$ cat src/sv/track_nearest_harmonic_radius_top_macros.svh
// Assertion helpers for the asserting files (the top-level module includes them).
`ifndef TRACK_NEAREST_HARMONIC_RADIUS_TOP_MACROS_SVH
`define TRACK_NEAREST_HARMONIC_RADIUS_TOP_MACROS_SVH

// Same-cycle implication, disabled while reset is asserted.
`define THNR_ASSERT_IMP(label, clk, rst_n, cond, prop) \
    label: assert property (@(posedge clk) disable iff (!rst_n) (cond) |-> (prop)) \
        else $error("same-cycle check failed");

// Next-cycle implication, disabled while reset is asserted.
`define THNR_ASSERT_NEXT(label, clk, rst_n, cond, prop) \
    label: assert property (@(posedge clk) disable iff (!rst_n) (cond) |=> (prop)) \
        else $error("next-cycle check failed");

`endif

$ cat src/sv/thnr_pkg.sv
package thnr_pkg;

    // Point store geometry.
    localparam int MAX_POINTS = 1024;
    localparam int ADDR_W     = $clog2(MAX_POINTS);
    localparam int COUNT_W    = $clog2(MAX_POINTS + 1);
    localparam int ENTRY_W    = 49;

    // Field widths.
    localparam int COORD_W  = 24;
    localparam int DIFF_W   = COORD_W + 1;
    localparam int SQ_W     = 2 * DIFF_W;
    localparam int DD_W     = SQ_W + 1;
    localparam int MIN_W    = 40;
    localparam int ROOT_W   = MIN_W / 2;
    localparam int SQREM_W  = ROOT_W + 2;
    localparam int RADIUS_W = 24;

    // Shared divider widths.
    localparam int DIVD_W = 51;
    localparam int DIVS_W = 51;
    localparam int DIVC_W = $clog2(DIVD_W + 1);

    // Arithmetic constants.
    localparam logic [MIN_W-1:0]    NEAR_CAP   = 40'd655360000000;
    localparam logic [DIVD_W-1:0]   RECIP_ONE  = DIVD_W'(1) << 40;
    localparam logic [RADIUS_W-1:0] RADIUS_MAX = '1;

    typedef enum logic [1:0] {
        CMD_CLEAR = 2'd0,
        CMD_ADD   = 2'd1,
        CMD_QUERY = 2'd2,
        CMD_NONE  = 2'd3
    } thnr_cmd_t;

    typedef struct packed {
        logic [1:0]                command;
        logic signed [COORD_W-1:0] coord_w;
        logic signed [COORD_W-1:0] coord_t;
        logic                      end_of_track;
    } thnr_req_t;

    typedef struct packed {
        logic [RADIUS_W-1:0] radius;
        logic                no_tracks;
        logic                exact_hit;
        logic                store_overflow;
    } thnr_rsp_t;

    typedef struct packed {
        logic busy;
        logic done;
    } thnr_div_status_t;

    typedef enum logic [3:0] {
        S_IDLE,
        S_READ,
        S_ABS,
        S_SQUARE,
        S_MIN,
        S_SQRT,
        S_RECIP,
        S_FINAL,
        S_FINAL_DIV,
        S_DONE
    } thnr_state_t;

endpackage

$ cat src/sv/thnr_divider.sv
// Restoring divider, one quotient bit per cycle.
module thnr_divider import thnr_pkg::*;
(
    input  logic              clk,
    input  logic              rst_n,
    input  logic              start,
    input  logic [DIVD_W-1:0] dividend,
    input  logic [DIVS_W-1:0] divisor,
    output thnr_div_status_t  status,
    output logic [DIVD_W-1:0] quotient
);

    logic [DIVC_W-1:0] cnt_reg, cnt_next;
    logic              busy_reg, busy_next;
    logic              done_reg, done_next;
    logic [DIVS_W-1:0] rem_reg, rem_next;
    logic [DIVD_W-1:0] quo_reg, quo_next;
    logic [DIVS_W-1:0] dvs_reg, dvs_next;
    logic [DIVS_W:0]   trial;

    // One shift-subtract step per cycle while busy.
    always_comb
    begin
        cnt_next  = cnt_reg;
        busy_next = busy_reg;
        done_next = 1'b0;
        rem_next  = rem_reg;
        quo_next  = quo_reg;
        dvs_next  = dvs_reg;
        trial     = {rem_reg, quo_reg[DIVD_W-1]};
        if (start)
        begin
            busy_next = 1'b1;
            cnt_next  = DIVC_W'(DIVD_W);
            rem_next  = '0;
            quo_next  = dividend;
            dvs_next  = divisor;
        end
        else if (busy_reg)
        begin
            if (trial >= {1'b0, dvs_reg})
            begin
                rem_next = DIVS_W'(trial - {1'b0, dvs_reg});
                quo_next = {quo_reg[DIVD_W-2:0], 1'b1};
            end
            else
            begin
                rem_next = trial[DIVS_W-1:0];
                quo_next = {quo_reg[DIVD_W-2:0], 1'b0};
            end
            cnt_next = cnt_reg - DIVC_W'(1);
            if (cnt_reg == DIVC_W'(1))
            begin
                busy_next = 1'b0;
                done_next = 1'b1;
            end
        end
    end

    always_ff @(posedge clk or negedge rst_n)
    begin
        if (!rst_n)
        begin
            busy_reg <= 1'b0;
            done_reg <= 1'b0;
            cnt_reg  <= '0;
        end
        else
        begin
            busy_reg <= busy_next;
            done_reg <= done_next;
            cnt_reg  <= cnt_next;
        end
    end

    always_ff @(posedge clk)
    begin
        rem_reg <= rem_next;
        quo_reg <= quo_next;
        dvs_reg <= dvs_next;
    end

    assign status.busy = busy_reg;
    assign status.done = done_reg;
    assign quotient    = quo_reg;

endmodule

$ cat config.mk
export PLATFORM = sky130hd
export DESIGN_NAME = thnr_divider
export DESIGN_NICKNAME = d
export VERILOG_FILES = /design/src/sv/track_nearest_harmonic_radius_top_macros.svh /design/src/sv/thnr_pkg.sv /design/src/sv/thnr_divider.sv
export SDC_FILE = /design/constraint.sdc
export NUM_CORES = 1
export LEC_CHECK = 0
export BUFFER_PORTS_ARGS = -buffer_cell sky130_fd_sc_hd__buf_2
export CORE_UTILIZATION = 35
export DETAILED_ROUTE_END_ITERATION = 7
export HOLD_SLACK_MARGIN = 0.08
export MAX_ROUTING_LAYER = met4
export SLEW_MARGIN = 20
export SYNTH_ARGS = -nofsm -noshare
export SYNTH_HDL_FRONTEND = slang
export SYNTH_SLANG_ARGS = --single-unit
$ cat constraint.sdc
create_clock -name clk -period 3.6 [get_ports clk]
set_input_delay 0.54 -clock clk [delete_from_list [all_inputs] [get_ports clk]]
set_output_delay 0.54 -clock clk [all_outputs]
set_load 0.1 [all_outputs]
==> flow_summary.json, run 1 <==
{
  "required_ns": 3.94,
  "total_power_w": 0.00503,
  "hold_path_class": "in2reg",
  "finalSetupViolations": 0,
  "cts.htree.levels": 4,
  "dr_total_vias": 7699,
  "synth.top_cell.area_share": 0.315,
  "cts-buffers-inserted": 17,
  "cts_tree": "built",
  "post_synthesis_cell_type_with_the_largest_combined_area": "sky130_fd_sc_hd__edfxtp_1",
  "worstSkewPairLatency_ns": 0.44,
  "grt_pass1_vias": 7808,
  "detail_route.wirelength_um": 24300,
  "power.switching_w": 0.00168,
  "antenna_found_initial": 1,
  "grt_pass1_wl_um": 40000,
  "layout.nets": 1279,
  "p_sw_frac": 0.335,
  "drive_gt1_frac": 0.282,
  "post_synth_main_area_contributors": "sky130_fd_sc_hd__edfxtp_1 32%, sky130_fd_sc_hd__dfxtp_1 11%, sky130_fd_sc_hd__ha_1 6.8%",
  "post_synth_fa_ha_maj_area_fraction": 0.0703,
  "max-slew-margin-rel": 0.326,
  "proportion_of_power_drawn_by_the_clock_network": 0.383,
  "area_of_combinational_cells_with_multiple_inputs_um2": 4920,
  "effective_utilization_at_floorplan": 0.358,
  "groute.usage.overall": 0.182,
  "post_drt_wl_per_cell_um": 16.1,
  "timing_worst_setup_path_type": "reg2reg",
  "synth_most_common_cell": "sky130_fd_sc_hd__edfxtp_1",
  "antenna_left": 0,
  "filler_cell_count": 2645,
  "path_max_fanout": 5,
  "total_leakage_power_nw": 4.94,
  "die_height_um": 169,
  "synthesis.yosys.warnings": 0,
  "synth_top_family_by_area": "compound AO/OA/AOI/OAI gates",
  "sequential_cell_area_um2": 4290,
  "power_frac_comb": 0.190,
  "number_of_synthesized_register_bits": 161,
  "final_util": 0.427,
  "core_area_um2": 27100,
  "ys_dominant_reg_cell": "sky130_fd_sc_hd__edfxtp_1",
  "maxClockFrequency_ghz": 0.297,
  "post_synth.cell_area_avg_um2": 9.98,
  "layout-area-overhead-vs-synth_pct": 19.0,
  "cp.arrival_ns": 3.71,
  "clock_skew_ns": 0.0187,
  "register_area_share_after_synthesis": 0.441,
  "timing.final.crit_period_ns": 3.37,
  "pwr_density_cell_nw_per_um2": 435,
  "post_synth_instance_area_um2": 9710,
  "asyncSetResetFlopFracSynth": 0.0497,
  "yosys-mux-area-fraction": 0.0685,
  "slew_viol_final": 0,
  "die_x_um": 169,
  "final.setup.tns_ns": 0,
  "dieArea_um2": 28400,
  "final_min_period_over_clock_period": 0.935,
  "rsz0062_at_grt": "false",
  "synth_commonest_cells": "102 x sky130_fd_sc_hd__edfxtp_1, 101 x sky130_fd_sc_hd__nor2_1, 73 x sky130_fd_sc_hd__inv_1",
  "outcome": "finished, final reports clean",
  "route.detailed.drc": 0,
  "power.internal_w": 0.00335,
  "maximum_number_of_pins_on_one_net_before_global_route_repair": 86,
  "synth-compound-area-share": 0.201,
  "part_of_the_power_in_registers": 0.426,
  "endpoint_kind": "flop",
  "yosys.area_share.xor_xnor": 0.0424,
  "hold_viol": 0,
  "dpl.hpwl_um": 17600,
  "synth-simple-area-share": 0.122,
  "syn-instance-count": 973,
  "detailedRoute.firstPassIterationCount": 5,
  "synthDistinctLibCells": 69,
  "portBuffers": 157,
  "worst-slew-pin-transition_ns": 1.01,
  "cts.sink_count": 161,
  "postSynthNetCount": 1132,
  "crit_path_start_kind": "flop",
  "floorplan.rows": 60,
  "path_clk_slew_ns": 0.08,
  "number_of_synthesized_flops_with_an_enable_pin": 102,
  "place_congestion": 0.905,
  "root_buffer": "sky130_fd_sc_hd__clkbuf_16",
  "ioPinCount": 158,
  "maxCapViolCount": 0,
  "drt_iter0_drc": 492,
  "vdd.ir_drop.worst_v": 0.000336,
  "grt_overflow": 0,
  "clock_path_buffers": 2,
  "vias_per_cell": 5.11
}
## power groups by stage
stage	Combinational [W]	Clock (W)	Sequential (W)
6_report	0.000956	0.00193	0.00214
5_1_grt	0.00101	0.00204	0.00216
4_1_cts	0.000959	0.00197	0.00215
3_3_place_gp	0.000952	0	0.00218
3_5_place_dp	0.000954	0	0.00218
2_1_floorplan	0.000305	0	0.00261
## worst max-delay path: stages, from the launching register on
cell and delay [ns]:
sky130_fd_sc_hd__edfxtp_1 0.38, sky130_fd_sc_hd__inv_1 0.08, sky130_fd_sc_hd__ha_1 0.35, sky130_fd_sc_hd__o211ai_1 0.10, sky130_fd_sc_hd__a21oi_1 0.28, sky130_fd_sc_hd__o41a_1 0.26
sky130_fd_sc_hd__a21o_1 0.23, sky130_fd_sc_hd__a31oi_1 0.19, sky130_fd_sc_hd__o41a_1 0.46, sky130_fd_sc_hd__o21ai_1 0.42, sky130_fd_sc_hd__xor2_1 0.19, sky130_fd_sc_hd__mux2i_1 0.09
sky130_fd_sc_hd__a211oi_1 0.24
## path summary, 6_finish.rpt
kind / cells after the start / end / from / slack [ns]
max: 12 / rem_reg[35]$_SDFFE_PP0P_ / dvs_reg[2]$_DFFE_PP_ / 0.23
min: 1 / dvs_reg[37]$_DFFE_PP_ / divisor[37] / 0.27
max reg2reg: 12 / rem_reg[35]$_SDFFE_PP0P_ / dvs_reg[2]$_DFFE_PP_ / 0.23
min reg2reg: 2 / rem_reg[1]$_SDFFE_PP0P_ / rem_reg[1]$_SDFFE_PP0P_ / 0.49
max in group asynchronous: 2 / busy_reg$_DFF_PN0_ / rst_n / 2.91
min in group asynchronous: 2 / cnt_reg[2]$_DFFE_PN0P_ / rst_n / 0.49
## repair_timing
| action | in CTS | in global routing |
|---|---|---|
| gates resized for setup | 0 | 3 |
| endpoints found under the setup margin | 0 | 12 |
| hold buffers | 1 | 0 |
| setup buffers | 0 | 0 |
| endpoints found under the hold margin | 8 | 0 |
## cell usage in the layout (no fill, tap or decap), types with 5 or more instances in the layout
cell type	synthesis	layout
sky130_fd_sc_hd__buf_2	9	156
sky130_fd_sc_hd__edfxtp_1	102	102
sky130_fd_sc_hd__nor2_1	101	101
sky130_fd_sc_hd__inv_1	73	72
sky130_fd_sc_hd__a21oi_1	71	71
sky130_fd_sc_hd__nand2_1	58	58
sky130_fd_sc_hd__ha_1	53	52
sky130_fd_sc_hd__dfxtp_1	51	51
sky130_fd_sc_hd__mux2_2	50	50
sky130_fd_sc_hd__o21ai_0	41	41
sky130_fd_sc_hd__xnor2_1	24	24
sky130_fd_sc_hd__a211oi_2	22	23
sky130_fd_sc_hd__xor2_1	23	23
sky130_fd_sc_hd__a211oi_1	21	20
sky130_fd_sc_hd__a21oi_2	20	20
sky130_fd_sc_hd__a21o_1	19	19
sky130_fd_sc_hd__nand4_1	19	19
sky130_fd_sc_hd__buf_4	3	19
sky130_fd_sc_hd__clkbuf_16	0	17
sky130_fd_sc_hd__nand3_1	13	13
sky130_fd_sc_hd__o21bai_1	13	13
sky130_fd_sc_hd__and3_1	12	12
sky130_fd_sc_hd__nor3_1	11	11
sky130_fd_sc_hd__o21a_1	11	11
sky130_fd_sc_hd__nand2b_1	10	10
sky130_fd_sc_hd__a31oi_1	8	8
sky130_fd_sc_hd__nor4_1	9	8
sky130_fd_sc_hd__mux2i_1	8	8
sky130_fd_sc_hd__inv_8	0	7
sky130_fd_sc_hd__dfrtp_1	8	7
sky130_fd_sc_hd__and2_1	6	6
sky130_fd_sc_hd__o211ai_1	5	5
## routing by layer
layer / track usage / routed length (um) / vias up
met4: 0.0419 / 194 / 0
met5: - / 0 / -
li1: - / - / 3847
met1: 0.237 / 11800 / 3636
met2: 0.291 / 11100 / 203
met3: 0.0344 / 1190 / 13
## kinds of logic after synthesis
family | count (synthesis)
AND/OR/NAND/NOR | 255
flip-flops | 161
adder cells (fa/ha/maj) | 54
AO/OA/AOI/OAI | 272
multiplexers | 60
XOR/XNOR | 47
buffers and inverters | 124
## cell type report
type / instances / area share
Antenna cell: 1 / 0.000216
Clock buffer: 17 / 0.0368
Clock inverter: 15 / 0.0173
Inverter: 73 / 0.0237
Multi-Input combinational cell: 688 / 0.426
Sequential cell: 161 / 0.371
Tap cell: 372 / 0.0403
Timing Repair Buffer: 179 / 0.0852
## metrics by stage
stage | setup slack, ns | hold slack [ns] | cell area (um2) | cells
2_1_floorplan | -0.0384 | 0.244 | 9730 | 973
3_3_place_gp | 0.273 | 0.397 | 10900 | 1472
3_5_place_dp | 0.226 | 0.401 | 10900 | 1472
4_1_cts | 0.173 | 0.261 | 11500 | 1505
5_1_grt | 0.00000666 | 0.255 | 11600 | 1506
6_report | 0.234 | 0.273 | 11600 | 1506
Power figures use the tool's default switching activity.
==> run 2: changes to the inputs <==
- SETUP_SLACK_MARGIN: not set -> 0.5
==> flow_summary.json, run 2 (synthesized netlist as in run 1, its figures left out) <==
{
  "outcome": "finished, final reports clean",
  "root_buffer": "sky130_fd_sc_hd__clkbuf_16",
  "routed-wl-met2_um": 11400,
  "path_clk_slew_ns": 0.08,
  "finalSetupViolations": 0,
  "cts-buffers-inserted": 17,
  "drt_iter0_drc": 375,
  "final_min_period_over_clock_period": 0.874,
  "worst-slew-pin-transition_ns": 1.02,
  "cts.htree.levels": 4,
  "max-slew-margin-rel": 0.319,
  "hold_path_class": "in2reg",
  "antenna_left": 0,
  "vdd.ir_drop.worst_v": 0.000309,
  "filler_cell_count": 2600,
  "cts_tree": "built",
  "slew_viol_final": 0,
  "grt_pass1_vias": 7956,
  "post_drt_wl_per_cell_um": 16.4,
  "layout.nets": 1304,
  "total_power_w": 0.00492,
  "die_height_um": 169,
  "detail_route.wirelength_um": 25100,
  "worstSkewPairLatency_ns": 0.44,
  "ioPinCount": 158,
  "timing.final.crit_period_ns": 3.15,
  "dr_total_vias": 7950,
  "detailedPlace.worstSlack_ns": 0.219,
  "clock_path_buffers": 2,
  "effective_utilization_at_floorplan": 0.358,
  "endpoint_kind": "flop",
  "fin_area_um2": 12200,
  "die_x_um": 169,
  "grt_overflow": 0,
  "met1Wirelength_um": 12000,
  "total_leakage_power_nw": 5.15,
  "groute.usage.overall": 0.184,
  "maximum_number_of_pins_on_one_net_before_global_route_repair": 86,
  "route.detailed.drc": 0,
  "postPlaceCellArea_um2": 10900,
  "hold_viol": 0,
  "routed.top_layer": "met4",
  "fin_worst_hold_slack_ns": 0.274,
  "maxClockFrequency_ghz": 0.318,
  "sequential_cell_area_um2": 4290,
  "wl_met3_um": 1410,
  "rsz0062_at_grt": "true",
  "timing_worst_setup_path_type": "reg2reg",
  "layout.cells.most_common": "sky130_fd_sc_hd__buf_2",
  "detailedRoute.firstPassIterationCount": 4,
  "dpl.hpwl_um": 17400,
  "place_congestion": 0.859,
  "portBuffers": 157,
  "floorplan.rows": 60,
  "grt_pass1_wl_um": 40300,
  "pwr_density_cell_nw_per_um2": 404,
  "vias_per_cell": 5.19,
  "reg2reg_path_depth": 13,
  "cts.sink_count": 161,
  "antenna_found_initial": 1,
  "cp.arrival_ns": 3.48,
  "final.setup.tns_ns": 0,
  "drive_gt1_frac": 0.342,
  "layout-area-overhead-vs-synth_pct": 25.4,
  "setup_slack_ns": 0.453,
  "most-common-layout-cells": "156 x sky130_fd_sc_hd__buf_2, 102 x sky130_fd_sc_hd__edfxtp_1, 94 x sky130_fd_sc_hd__nor2_1, 72 x sky130_fd_sc_hd__inv_1, 62 x sky130_fd_sc_hd__a21oi_1",
  "crit_path_start_kind": "flop",
  "maxCapViolCount": 0,
  "clock_skew_ns": 0.0245,
  "dieArea_um2": 28400,
  "area_of_combinational_cells_with_multiple_inputs_um2": 5270,
  "required_ns": 3.93,
  "hold_depth": 1,
  "path_max_fanout": 7,
  "core_area_um2": 27100
}
==> run 2: cell count changes in the layout (fill, tap and decap cells not counted), sizes merged <==
cell,delta
clkinvlp,+3
or2,+1
clkbuf,+3
buf,+21
bufinv,-1
inv,+1
clkinv,-3
==> run 2: critical path, stage by stage (launching register included) <==
cell                        delay [ns]
sky130_fd_sc_hd__edfxtp_1         0.34
sky130_fd_sc_hd__inv_1            0.05
sky130_fd_sc_hd__ha_1             0.44
sky130_fd_sc_hd__nand2_1          0.11
sky130_fd_sc_hd__o21ai_2          0.23
sky130_fd_sc_hd__a21o_1           0.16
sky130_fd_sc_hd__a41oi_2          0.04
sky130_fd_sc_hd__a211oi_1         0.28
sky130_fd_sc_hd__buf_4            0.17
sky130_fd_sc_hd__o31a_1           0.18
sky130_fd_sc_hd__a41oi_2          0.19
sky130_fd_sc_hd__nor4_2           0.26
sky130_fd_sc_hd__mux2_1           0.38
sky130_fd_sc_hd__a2111oi_2        0.20
==> run 2: path summary, 6_finish.rpt <==
kind | start | end | slack, ns
max | dvs_reg[20]$_DFFE_PP_ | rem_reg[49]$_SDFFE_PP0P_ | 0.45
min | divisor[26] | dvs_reg[26]$_DFFE_PP_ | 0.27
max reg2reg | dvs_reg[20]$_DFFE_PP_ | rem_reg[49]$_SDFFE_PP0P_ | 0.45
min reg2reg | rem_reg[1]$_SDFFE_PP0P_ | rem_reg[1]$_SDFFE_PP0P_ | 0.50
max in group asynchronous | rst_n | busy_reg$_DFF_PN0_ | 2.92
min in group asynchronous | rst_n | busy_reg$_DFF_PN0_ | 0.49
==> run 2: where the power goes <==
part / internal (W) / leakage (nW) / switching, W
registers: 0.00209 / 1.54 / 0.0000560
clock network: 0.000919 / 0.270 / 0.000878
logic: 0.000249 / 3.34 / 0.000730
total: 0.00326 / 5.15 / 0.00166
==> run 2: layer usage <==
layer  up-vias  global-route usage
met3        21              0.0362
met4         0              0.0431
met2       238               0.291
li1       3894                   -
met1      3797               0.241
met5         -                   -
==> run 2: layout make-up <==
type                       count  area share
antenna                        1    0.000206
tap                          372      0.0382
multi-input combinational    689       0.433
sequential                   161       0.352
timing repair buffer         203       0.108
clock buffer                  17      0.0349
inverter                      73      0.0225
clock inverter                15      0.0113
==> run 2: through the flow <==
| step | std cells | utilization |
|---|---|---|
| 2_1_floorplan | 973 | - |
| 3_3_place_gp | 1471 | 0.404 |
| 3_5_place_dp | 1471 | 0.404 |
| 4_1_cts | 1518 | 0.435 |
| 5_1_grt | 1531 | 0.449 |
| 6_report | 1531 | 0.449 |
==> run 2: repair_timing <==
action / 4_1_cts / 5_1_grt
endpoints found under the setup margin: 50 / 52
gates cloned: 3 / 4
gates resized for setup: 20 / 55
endpoints found under the hold margin: 8 / 0
hold buffers: 1 / 0
pin swaps: 9 / 33
setup buffers: 11 / 8
==> run 3: changes to the inputs <==
- clock period: 3.6 -> 3.9 ns (I/O delays scaled with it)
==> flow_summary.json, run 3 (synthesized netlist as in run 1, its figures left out) <==
{
  "max-slew-margin-rel": 0.478,
  "worst_hold_path_ep": "dvs_reg[38]$_DFFE_PP_",
  "required_ns": 4.26,
  "root_buffer": "sky130_fd_sc_hd__clkbuf_16",
  "groute.usage.overall": 0.177,
  "route.detailed.drc": 0,
  "vias_per_cell": 5.13,
  "place_congestion": 0.849,
  "timing_worst_setup_path_type": "reg2reg",
  "cts.htree.levels": 4,
  "outcome": "finished, final reports clean",
  "endpoint_kind": "flop",
  "path_max_fanout": 4,
  "slew_viol_final": 0,
  "finalNonFillerCells": 1499,
  "grt_overflow": 0,
  "worstReg2RegStart": "quotient[50]$_DFFE_PP_",
  "effective_utilization_at_floorplan": 0.358,
  "pwr_density_cell_nw_per_um2": 394,
  "cp.arrival_ns": 3.60,
  "detailedRoute.firstPassIterationCount": 5,
  "cts.sink_count": 161,
  "area_of_combinational_cells_with_multiple_inputs_um2": 5010,
  "layout-area-overhead-vs-synth_pct": 19.2,
  "final_util": 0.427,
  "fin_worst_hold_slack_ns": 0.314,
  "worst-slew-pin-transition_ns": 0.783,
  "maxClockFrequency_ghz": 0.308,
  "path_clk_slew_ns": 0.07,
  "dpl.hpwl_um": 17200,
  "hold_path_class": "in2reg",
  "portBuffers": 157,
  "timing.reg2reg.setup_slack_ns": 0.65,
  "grt_pass1_vias": 7524,
  "finalSetupViolations": 0,
  "maxCapViolCount": 0,
  "hold_depth": 1,
  "antenna_found_initial": 3,
  "dr_total_vias": 7690,
  "core_area_um2": 27100,
  "rsz0062_at_grt": "true",
  "layout.nets": 1270,
  "most-common-layout-cells": "156 x sky130_fd_sc_hd__buf_2, 102 x sky130_fd_sc_hd__edfxtp_1, 99 x sky130_fd_sc_hd__nor2_1, 72 x sky130_fd_sc_hd__inv_1, 67 x sky130_fd_sc_hd__a21oi_1",
  "drt_iter0_drc": 384,
  "crit_path_start_kind": "flop",
  "cts-buffers-inserted": 17,
  "worstSkewPairLatency_ns": 0.44,
  "final.setup.tns_ns": 0,
  "reg2reg_path_depth": 13,
  "detail_route.wirelength_um": 24100,
  "die_height_um": 169,
  "clock_skew_ns": 0.0124,
  "total_leakage_power_nw": 4.90,
  "cts_tree": "built",
  "antenna_left": 0,
  "layout.cells.most_common": "sky130_fd_sc_hd__buf_2",
  "clock_path_buffers": 2,
  "filler_cell_count": 2683,
  "dp.cells": 1461,
  "post_drt_wl_per_cell_um": 16.1,
  "final_min_period_over_clock_period": 0.833,
  "crit-reg2reg-capture": "rem_reg[44]$_SDFFE_PP0P_",
  "worstHoldStart": "divisor[38]",
  "vdd.ir_drop.worst_v": 0.000265,
  "timing.final.crit_period_ns": 3.25,
  "grt_pass1_wl_um": 38400,
  "maximum_number_of_pins_on_one_net_before_global_route_repair": 85,
  "sequential_cell_area_um2": 4290,
  "dieArea_um2": 28400,
  "floorplan.rows": 60,
  "ioPinCount": 158,
  "die_x_um": 169,
  "hold_viol": 0,
  "drive_gt1_frac": 0.290
}
run 3: cell types whose count changed in the layout (fill, tap and decap cells not counted), moves of 4 or more:
cell,change
sky130_fd_sc_hd__nor2_1,+5
sky130_fd_sc_hd__nor4_1,+4
sky130_fd_sc_hd__o21ai_0,+8
sky130_fd_sc_hd__buf_12,-4
sky130_fd_sc_hd__ha_1,+4
sky130_fd_sc_hd__buf_4,-24
sky130_fd_sc_hd__o21ai_1,-4
sky130_fd_sc_hd__a21oi_1,+5
run 3: cell type report:
cell class	count	share of cell area
Clock inverter	15	0.0147
Antenna cell	3	0.000649
Clock buffer	17	0.0367
Sequential cell	161	0.370
Tap cell	372	0.0402
Inverter	73	0.0237
Multi-Input combinational cell	688	0.432
Timing Repair Buffer	170	0.0814
run 3: power breakdown:
part	total, W	switching, W	internal, W
combinational	0.000882	0.000661	0.000221
clock	0.00170	0.000793	0.000912
sequential	0.00198	0.0000496	0.00193
run 3: worst max path at each step:
stage	startpoint	slack [ns]	endpoint	cells past startpoint
3_5_place_dp	quotient[50]$_DFFE_PP_	0.48	rem_reg[27]$_SDFFE_PP0P_	14
2_1_floorplan	quotient[50]$_DFFE_PP_	0.28	rem_reg[7]$_SDFFE_PP0P_	15
5_1_grt	quotient[50]$_DFFE_PP_	0.49	rem_reg[49]$_SDFFE_PP0P_	14
3_3_place_gp	quotient[50]$_DFFE_PP_	0.56	rem_reg[27]$_SDFFE_PP0P_	14
6_report	quotient[50]$_DFFE_PP_	0.65	rem_reg[44]$_SDFFE_PP0P_	13
4_1_cts	quotient[50]$_DFFE_PP_	0.50	rem_reg[7]$_SDFFE_PP0P_	14
run 3: repair_timing:
item                                    CTS  global route
endpoints found under the hold margin     8             0
resized for setup                         2            12
hold buffers                              1             0
pin swaps                                 0             2
setup buffers                             0             1
endpoints found under the setup margin   12            34
gates cloned                              0             1
run 3: metrics by stage:
stage / area, um2 / power [W] / worst slack [ns]
floorplan: 9760 / 0.00269 / 0.284
global placement: 10900 / 0.00289 / 0.562
detailed placement: 10900 / 0.00289 / 0.483
CTS: 11500 / 0.00462 / 0.497
global route: 11600 / 0.00475 / 0.487
finish: 11600 / 0.00457 / 0.652
run 3: routing by layer:
layer	GRT usage	vias up	routed length, um
li1	-	3821	-
met2	0.277	216	10900
met1	0.228	3634	11600
met4	0.0498	0	284
met3	0.0419	19	1290
met5	-	-	0
run 3: worst max-delay path, stage by stage, from the launching register on:
cell and delay (ns):
sky130_fd_sc_hd__edfxtp_1 0.38, sky130_fd_sc_hd__inv_1 0.06, sky130_fd_sc_hd__ha_2 0.18, sky130_fd_sc_hd__fa_2 0.34
sky130_fd_sc_hd__and2b_1 0.28, sky130_fd_sc_hd__o2111ai_4 0.16, sky130_fd_sc_hd__a211oi_2 0.31, sky130_fd_sc_hd__o21bai_2 0.13
sky130_fd_sc_hd__a211oi_2 0.32, sky130_fd_sc_hd__o21ai_0 0.18, sky130_fd_sc_hd__a21oi_1 0.30, sky130_fd_sc_hd__nor3_1 0.08
sky130_fd_sc_hd__o311a_1 0.31, sky130_fd_sc_hd__nor3_1 0.14
